<file path="config.mk">
export PLATFORM = sky130hd
export DESIGN_NAME = lzwd_parser
export DESIGN_NICKNAME = d
export VERILOG_FILES = /design/src/lzwd_pkg.sv /design/src/lzwd_parser.sv
export SDC_FILE = /design/constraint.sdc
export NUM_CORES = 1
export LEC_CHECK = 0
export BUFFER_PORTS_ARGS = -buffer_cell sky130_fd_sc_hd__buf_4
export CAP_MARGIN = 25
export CORE_ASPECT_RATIO = 0.7
export CORE_UTILIZATION = 45
export DETAILED_ROUTE_END_ITERATION = 6
export GPL_ROUTABILITY_DRIVEN = 0
export PLACE_DENSITY = 0.8
export SETUP_SLACK_MARGIN = 0.5
export SLEW_MARGIN = 15
export SYNTH_ARGS = -nofsm -noshare
export SYNTH_HDL_FRONTEND = slang
export SYNTH_SLANG_ARGS = --single-unit
</file>
<file path="constraint.sdc">
create_clock -name aclk -period 1.6 [get_ports aclk]
set_input_delay 0 -clock aclk [delete_from_list [all_inputs] [get_ports aclk]]
set_output_delay 0 -clock aclk [all_outputs]
set_load 0.005 [all_outputs]
</file>
<file path="src/lzwd_pkg.sv">
// lzwd_pkg: shared types and constants of the lzss window decompressor
// used by lzwd_parser and lzss_window_decompressor; depends on nothing
package lzwd_pkg;

    // configuration port
    localparam int CFG_IDX_W = 8;
    localparam int CFG_DATA_W = 12;
    localparam logic [CFG_IDX_W-1:0] REG_WINDOW_FILL = 8'd0;
    localparam logic [CFG_IDX_W-1:0] REG_START_POSITION = 8'd1;
    localparam logic [11:0] START_POSITION_RESET = 12'hFEE;

    // back-reference format
    localparam int LEN_W = 5;
    localparam logic [LEN_W-1:0] LEN_BASE = 5'd3;
    localparam logic [LEN_W-1:0] MAX_RUN = 5'd18;

    // parser phase
    typedef enum logic [1:0] {
        PH_CTRL = 2'd0,
        PH_ITEM = 2'd1,
        PH_HIGH = 2'd2
    } phase_t;

    // what an accepted word asks the sequencer to do
    typedef enum logic [1:0] {
        CMD_NONE    = 2'd0,
        CMD_LITERAL = 2'd1,
        CMD_COPY    = 2'd2
    } cmd_kind_t;

    typedef struct packed {
        cmd_kind_t        kind;
        logic [7:0]       lit;
        logic [11:0]      offset;
        logic [LEN_W-1:0] length;
    } cmd_t;

    // sequencer states
    typedef enum logic [1:0] {
        ST_SWEEP = 2'd0,
        ST_IDLE  = 2'd1,
        ST_READ  = 2'd2,
        ST_EMIT  = 2'd3
    } state_t;

endpackage

</file>
<file path="src/lzwd_parser.sv">
// lzwd_parser: control-byte flag tracking and back-reference decoding
// depends on lzwd_pkg
module lzwd_parser (
    input  logic          aclk,
    input  logic          aresetn,
    input  logic          accept,
    input  logic [7:0]    in_byte,
    input  logic          stream_last,
    output lzwd_pkg::cmd_t cmd
);
    import lzwd_pkg::*;

    phase_t     phase_reg, phase_next;
    logic [7:0] flag_byte_reg, flag_byte_next;
    logic [2:0] flag_index_reg, flag_index_next;
    logic [7:0] held_reg, held_next;
    logic       flag_bit;

    assign flag_bit = flag_byte_reg[flag_index_reg];

    // decode the current word against the parse state
    always_comb begin
        cmd.kind = CMD_NONE;
        cmd.lit = in_byte;
        cmd.offset = {in_byte[7:4], held_reg};
        cmd.length = LEN_BASE + LEN_W'(in_byte[3:0]);
        case (phase_reg)
            PH_ITEM: begin
                if (flag_bit) begin
                    cmd.kind = CMD_LITERAL;
                end
            end
            PH_HIGH: begin
                cmd.kind = CMD_COPY;
            end
            default: begin
                cmd.kind = CMD_NONE;
            end
        endcase
    end

    // parse state update on each accepted word
    always_comb begin
        phase_next = phase_reg;
        flag_byte_next = flag_byte_reg;
        flag_index_next = flag_index_reg;
        held_next = held_reg;
        if (accept) begin
            case (phase_reg)
                PH_ITEM: begin
                    if (flag_bit) begin
                        flag_index_next = flag_index_reg + 3'd1;
                        phase_next = (flag_index_reg == 3'd7) ? PH_CTRL : PH_ITEM;
                    end else begin
                        held_next = in_byte;
                        phase_next = PH_HIGH;
                    end
                end
                PH_HIGH: begin
                    flag_index_next = flag_index_reg + 3'd1;
                    phase_next = (flag_index_reg == 3'd7) ? PH_CTRL : PH_ITEM;
                end
                default: begin
                    flag_byte_next = in_byte;
                    flag_index_next = 3'd0;
                    phase_next = PH_ITEM;
                end
            endcase
            // end of stream clears the parser
            if (stream_last) begin
                phase_next = PH_CTRL;
                flag_byte_next = 8'd0;
                flag_index_next = 3'd0;
                held_next = 8'd0;
            end
        end
    end

    always_ff @(posedge aclk) begin
        if (!aresetn) begin
            phase_reg <= PH_CTRL;
            flag_byte_reg <= 8'd0;
            flag_index_reg <= 3'd0;
            held_reg <= 8'd0;
        end else begin
            phase_reg <= phase_next;
            flag_byte_reg <= flag_byte_next;
            flag_index_reg <= flag_index_next;
            held_reg <= held_next;
        end
    end

endmodule

</file>
==> impl_metrics.toml, run 1 <==
[outcome]
status = "complete, but fails checks"
violations = "setup timing"

[placement]
place_area_mm2 = 0.00153
io_buffers = 38
dp_hpwl_um = 2430

[worst_setup_path]
slowest_stage = "mux4_2"
endpoint_kind = "flop"
critPathMaxFanout = 7
r2r-end = "phase_reg[0]"
crit_buf_inv = 1
cpLargestDelayFamily = "multiplexers"
path_cells = "mux2_4 -> mux4_2 -> buf_4 -> a21o_1 -> o2bb2ai_1"
rr_worst_depth = 5
arrival_ns = 1.98
rrSetupSlack_ns = -0.23
start_kind = "flop"
path_class = "reg2reg"
rr_startpoint = "flag_index_reg[0]"
cp.required_ns = 1.76
cpPeakStageDelay_ns = 0.55

[power_and_ir_drop]
ir_drop_mv = 0.496
power.leakage_nw = 0.705
powerDensity_mw_per_mm2 = 685

[layout]
fillerInstances = 204
multi_input_area_um2 = 756
design_area_mm2 = 0.00171
antenna_cells = 0
drive_gt1_share_pct = 42.8
utilization_pct = 67.5
final_nets = 191
register_area_um2 = 428
areaGrowthSynthToFinish_pct = 37.4

[sta]
fmax_mhz = 548
holdWs_ns = 0.0115
period_needed_ns = 1.83
min_period_over_period_pct = 114
worstMarginPinSlew_ns = 0.532
final.setup.worst_slack_ns = -0.226
setup_viol = 14
grt_setup_unrepaired = "yes"
clock_skew_ns = 0.000707
hold_viol_final = 0
drv_slew = 0
slew_headroom_pct = 64.3

[logic_synthesis]
yosysTopAreaCellShare_pct = 33.8
netlist_area_mm2 = 0.00124
ys_seq_elements = 21
synth_top_area_cell = "dfxtp_1"
syn_inst = 136
synth_cell_types = 32
synth_nets = 153
ys_warn_count = 0
syn_area_per_cell_um2 = 9.14
seq_area_frac_synth_pct = 33.8
yosys-top-cells-area = "dfxtp_1 34%, buf_4 7.2%, o211ai_1 5.4%"

[min_path]
hold-path-cell-count = 3
hp-class = "in2reg"
min_from = "in_byte[7]"
min_to = "held_reg[7]"

[clock_tree]
cts_tree = "done"
clock_sinks = 21
cts.clk_slew.worst_paths_ns = 0.08
numCtsBuffers = 3
max-clock-path-buffers = 2
cts_hold_buf = 0
worstSkewPairLatency_ns = 0.27
root_buffer = "clkbuf_8"
htreeDepth = 1

[drt]
wl_um = 3580
vias = 1203
dr.pass1.iters = 4
wl_per_cell_um = 17.3
ant_nets = 0
drtIter0Drc = 60
viasPerCell = 5.81
route.detailed.drc = 0

[global_routing]
grt-ovfl-total = 0
first_global_vias = 1118
grt_pass1_wl_um = 5260
grt_usage_pct = 24.1
antenna_found_initial = 0
grt_max_degree = 24

[floorplan]
core_mm2 = 0.00253
boundaryPins = 39
die_y_um = 46.0
num_rows = 15
start_util_pct = 49.1
dieArea_mm2 = 0.00298
die_width_um = 64.8

[flow_run]
maxCapViolCount = 0
-- cells in the final DEF, fill, tap and decap left out, types with 2 or more instances in the layout --
cell type  netlist  routed
dfxtp_4          0       2
o211ai_1         9       9
buf_6            2       2
buf_4           12      49
nand3_1          7       6
ha_1             5       4
dfxtp_1         21      19
a21boi_1         6       8
a22oi_1          8       8
mux2_4           1       4
nor2_1           3       2
mux4_2           2       2
o21ai_4          0       2
nand2_1          8       8
nor3_1           4       2
o31a_1           2       2
mux2i_1          4       4
inv_1            7       7
xnor2_1          2       2
nor2b_1         10      10
clkbuf_8         0       3
-- worst max path at each step --
stage                              to  slack, ns  depth (start not counted)         startpoint
CTS                      phase_reg[0]      -0.20                          5  flag_index_reg[0]
global placement    flag_index_reg[0]      -0.19                          4  flag_index_reg[0]
floorplan                phase_reg[0]      -0.16                          6  flag_index_reg[0]
global route              held_reg[1]      -0.27                          5  flag_index_reg[0]
finish                   phase_reg[0]      -0.23                          5  flag_index_reg[0]
detailed placement  flag_index_reg[2]      -0.28                          4  flag_index_reg[0]
-- timing repair --
| item | 4_1_cts | 5_1_grt |
|---|---|---|
| resized for setup | 4 | 14 |
| pin swaps | 3 | 7 |
| setup buffers | 3 | 3 |
| setup endpoints to repair | 22 | 23 |
-- metrics by stage --
| step | setup slack (ns) | std cells | TNS [ns] | power [W] |
|---|---|---|---|---|
| 2_1_floorplan | -0.161 | 136 | -1.54 | 0.000692 |
| 3_3_place_gp | -0.188 | 197 | -1.95 | 0.000772 |
| 3_5_place_dp | -0.283 | 197 | -3.20 | 0.000783 |
| 4_1_cts | -0.203 | 204 | -3.44 | 0.00114 |
| 5_1_grt | -0.271 | 207 | -3.24 | 0.00122 |
| 6_report | -0.226 | 207 | -2.66 | 0.00117 |
-- worst register-to-register path, delay by kind of cell, from the launching register on --
family | cells | cell delay, ns
mux | 2 | 0.87
buf+inv | 1 | 0.18
compound gates | 2 | 0.26
flops | 1 | 0.41
-- routing by layer --
metal | vias to the layer above | track usage (%) | wire (µm)
li1 | 558 | - | -
met1 | 581 | 26.4 | 1470
met2 | 54 | 42.7 | 1800
met3 | 10 | 6.50 | 238
met4 | 0 | 14.7 | 72
met5 | - | 0 | 0
-- final cells by class --
| cell class | instances | area share (%) |
|---|---|---|
| clock buffer | 3 | 2.42 |
| tap | 34 | 2.49 |
| inverter | 7 | 1.54 |
| clock inverter | 1 | 0.293 |
| multi-input combinational | 89 | 44.2 |
| sequential | 21 | 25.0 |
| timing repair buffer | 52 | 24.0 |
-- Yosys cell counts --
cell type and instances:
o22ai_1 2, mux2_4 1, ha_1 5, a21o_1 1
clkbuf_1 5, nand2_1 8, a32oi_1 1, mux4_2 2
dfxtp_1 21, a21boi_1 6, inv_1 7, nor3_1 4
buf_6 2, mux2_1 3, nor2_1 3, nand3_1 7
a21oi_1 1, nand4_1 1, o2bb2ai_1 1, buf_4 12
a2111oi_0 1, nand2b_1 1, mux2i_1 4, o211ai_1 9
o31a_1 2, o21ai_1 2, o21ai_0 1, nor2b_1 10
a22oi_1 8, xnor2_1 2, a21boi_0 2, and3b_1 1
-- kinds of logic after synthesis --
group	Yosys count	share of synthesized area [%]
compound gates	37	21.8
simple gates	35	14.5
mux	10	10.8
xor+xnor	2	1.41
fa+ha+maj	5	5.03
buf+inv	26	12.7
flops	21	33.8
-- report_power, final --
part	leakage (nW)	internal [W]	switching, W
Combinational	0.508	0.000131	0.000130
Sequential	0.172	0.000535	0.0000140
Clock	0.0255	0.000174	0.000187
No activity file was read; power rests on OpenSTA's default activity.
==> run 2, diff against run 1 <==
GPL_TIMING_DRIVEN = 0   (was unset)
==> run 2 against run 1 <==
Net effect: critical path depth up 1; first-iteration DRC count rose to 2.6 times the previous value; worst hold slack better by 0.013 ns; final area up 2.5%; core utilization up 1.7 points; routed wire length down 3.2%; non-clock buffer count up 8; maximum frequency down 3.1%; largest cell class unchanged; largest power group unchanged; the run still ends with setup timing left.
==> impl_metrics.toml, run 2 (synthesis results as in run 1) <==
[outcome]
status = "complete, but fails checks"
violations = "setup timing"

[sta]
period_needed_ns = 1.89
final.setup.worst_slack_ns = -0.285
clock_skew_ns = 0.00133
worstMarginPinSlew_ns = 0.667
setup_viol = 16
min_period_over_period_pct = 118
grt_setup_unrepaired = "yes"
slew_headroom_pct = 55.5
hold_viol_final = 0
fmax_mhz = 530
drv_slew = 0

[worst_setup_path]
rrSetupSlack_ns = -0.29
endpoint_kind = "flop"
r2r-end = "flag_index_reg[1]"
start_kind = "flop"
path_class = "reg2reg"
setup.worst_path.start = "flag_index_reg[0]"
rr_startpoint = "flag_index_reg[0]"
arrival_ns = 2.09
rr_worst_depth = 6
cp.required_ns = 1.81
critPathMaxFanout = 4

[clock_tree]
max-clock-path-buffers = 2
root_buffer = "clkbuf_8"
cts_tree = "done"
cts_hold_buf = 0
numCtsBuffers = 3
worstSkewPairLatency_ns = 0.26
cts.clk_slew.worst_paths_ns = 0.08
htreeDepth = 1
clock_sinks = 21

[power_and_ir_drop]
power.leakage_nw = 0.728
ir_drop_mv = 0.377
powerDensity_mw_per_mm2 = 669
finalPower_w = 0.00117

[drt]
vias = 1220
wl_um = 3460
viasPerCell = 5.67
wl_per_cell_um = 16.1
dr.pass1.iters = 4
route.detailed.drc = 0
drtIter0Drc = 154
ant_nets = 0

[flow_run]
maxCapViolCount = 0

[global_routing]
grt_pass1_wl_um = 5450
grt_usage_pct = 25.2
first_global_vias = 1191
grt-ovfl-total = 0
grt_max_degree = 14
antenna_found_initial = 0

[floorplan]
num_rows = 15
core_mm2 = 0.00253
die_y_um = 46.0
start_util_pct = 49.1
boundaryPins = 39
dieArea_mm2 = 0.00298
die_width_um = 64.8

[layout]
layout_commonest_cell = "buf_4"
drive_gt1_share_pct = 40.3
final_nets = 199
antenna_cells = 0
areaGrowthSynthToFinish_pct = 40.8
final_cell_mix = "52 x buf_4, 20 x dfxtp_1, 10 x nor2b_1"

[min_path]
hold-path-cell-count = 3
hp-class = "in2reg"
min_from = "in_byte[7]"
min_to = "held_reg[7]"

[placement]
pre_cts_ws_ns = -0.355
dp_hpwl_um = 2430
io_buffers = 36
## run 2: cell types whose count changed in the layout (fill, tap and decap cells not counted), moves of 2 or more
cell,previous run,this run
clkbuf_1,0,4
o21ai_4,2,0
o21ai_2,0,2
dfxtp_4,2,0
buf_4,49,52
buf_8,0,2
## run 2: final cells by class
class	instances	area (µm²)
Clock inverter	1	7.51
Multi-Input combinational cell	89	733
Fill cell	199	782
Clock buffer	3	41.3
Tap cell	34	42.5
Sequential cell	21	422
Timing Repair Buffer	41	333
Inverter	7	26.3
Buffer	19	146
## run 2: power by group
group          internal (W)  leakage, nW  total [W]  switching, W
combinational      0.000133        0.536   0.000261      0.000128
sequential         0.000537        0.171   0.000549     0.0000119
clock              0.000176       0.0217   0.000361      0.000185
## run 2: worst max-delay path by stage
stage / endpoint / slack [ns]
after floorplan: phase_reg[0] / -0.16
after global placement: held_reg[3] / -0.27
after detailed placement: held_reg[2] / -0.36
after CTS: flag_index_reg[1] / -0.26
after global routing: phase_reg[0] / -0.31
final: flag_index_reg[1] / -0.29
## run 2: what timing repair did
item                                    4_1_cts  5_1_grt
resized for setup                             6        5
buffers inserted                              4        0
gates cloned                                  1        0
pin swaps                                     3        1
endpoints found under the setup margin       22       23
## run 2: critical path, cell delays in order (launching register included)
cell and delay, ns:
dfxtp_2 0.35, bufbuf_16 0.26, mux2i_1 0.11, mux4_2 0.49, buf_4 0.17, a2111oi_4 0.28
o31a_1 0.16
## run 2: routing by layer
metal  global-route usage [%]  part of all wire (%)  up-vias
met5                        0                     0        -
li1                         -                     -      572
met1                     29.2                    42      587
met3                     6.50                   6.9        6
met2                     47.1                    50       55
met4                     6.22                   1.2        0
## run 2: per-stage QoR
stage	cells	hold slack (ns)	utilization [%]	setup TNS [ns]	instance area, µm²
global placement	206	0.282	63.0	-3.16	1600
floorplan	136	0.0366	-	-1.54	1280
detailed placement	206	0.285	63.0	-4.43	1600
finish	215	0.0242	69.1	-3.29	1750
global route	215	0.0218	69.1	-4.65	1750
CTS	215	0.0225	68.4	-4.58	1730
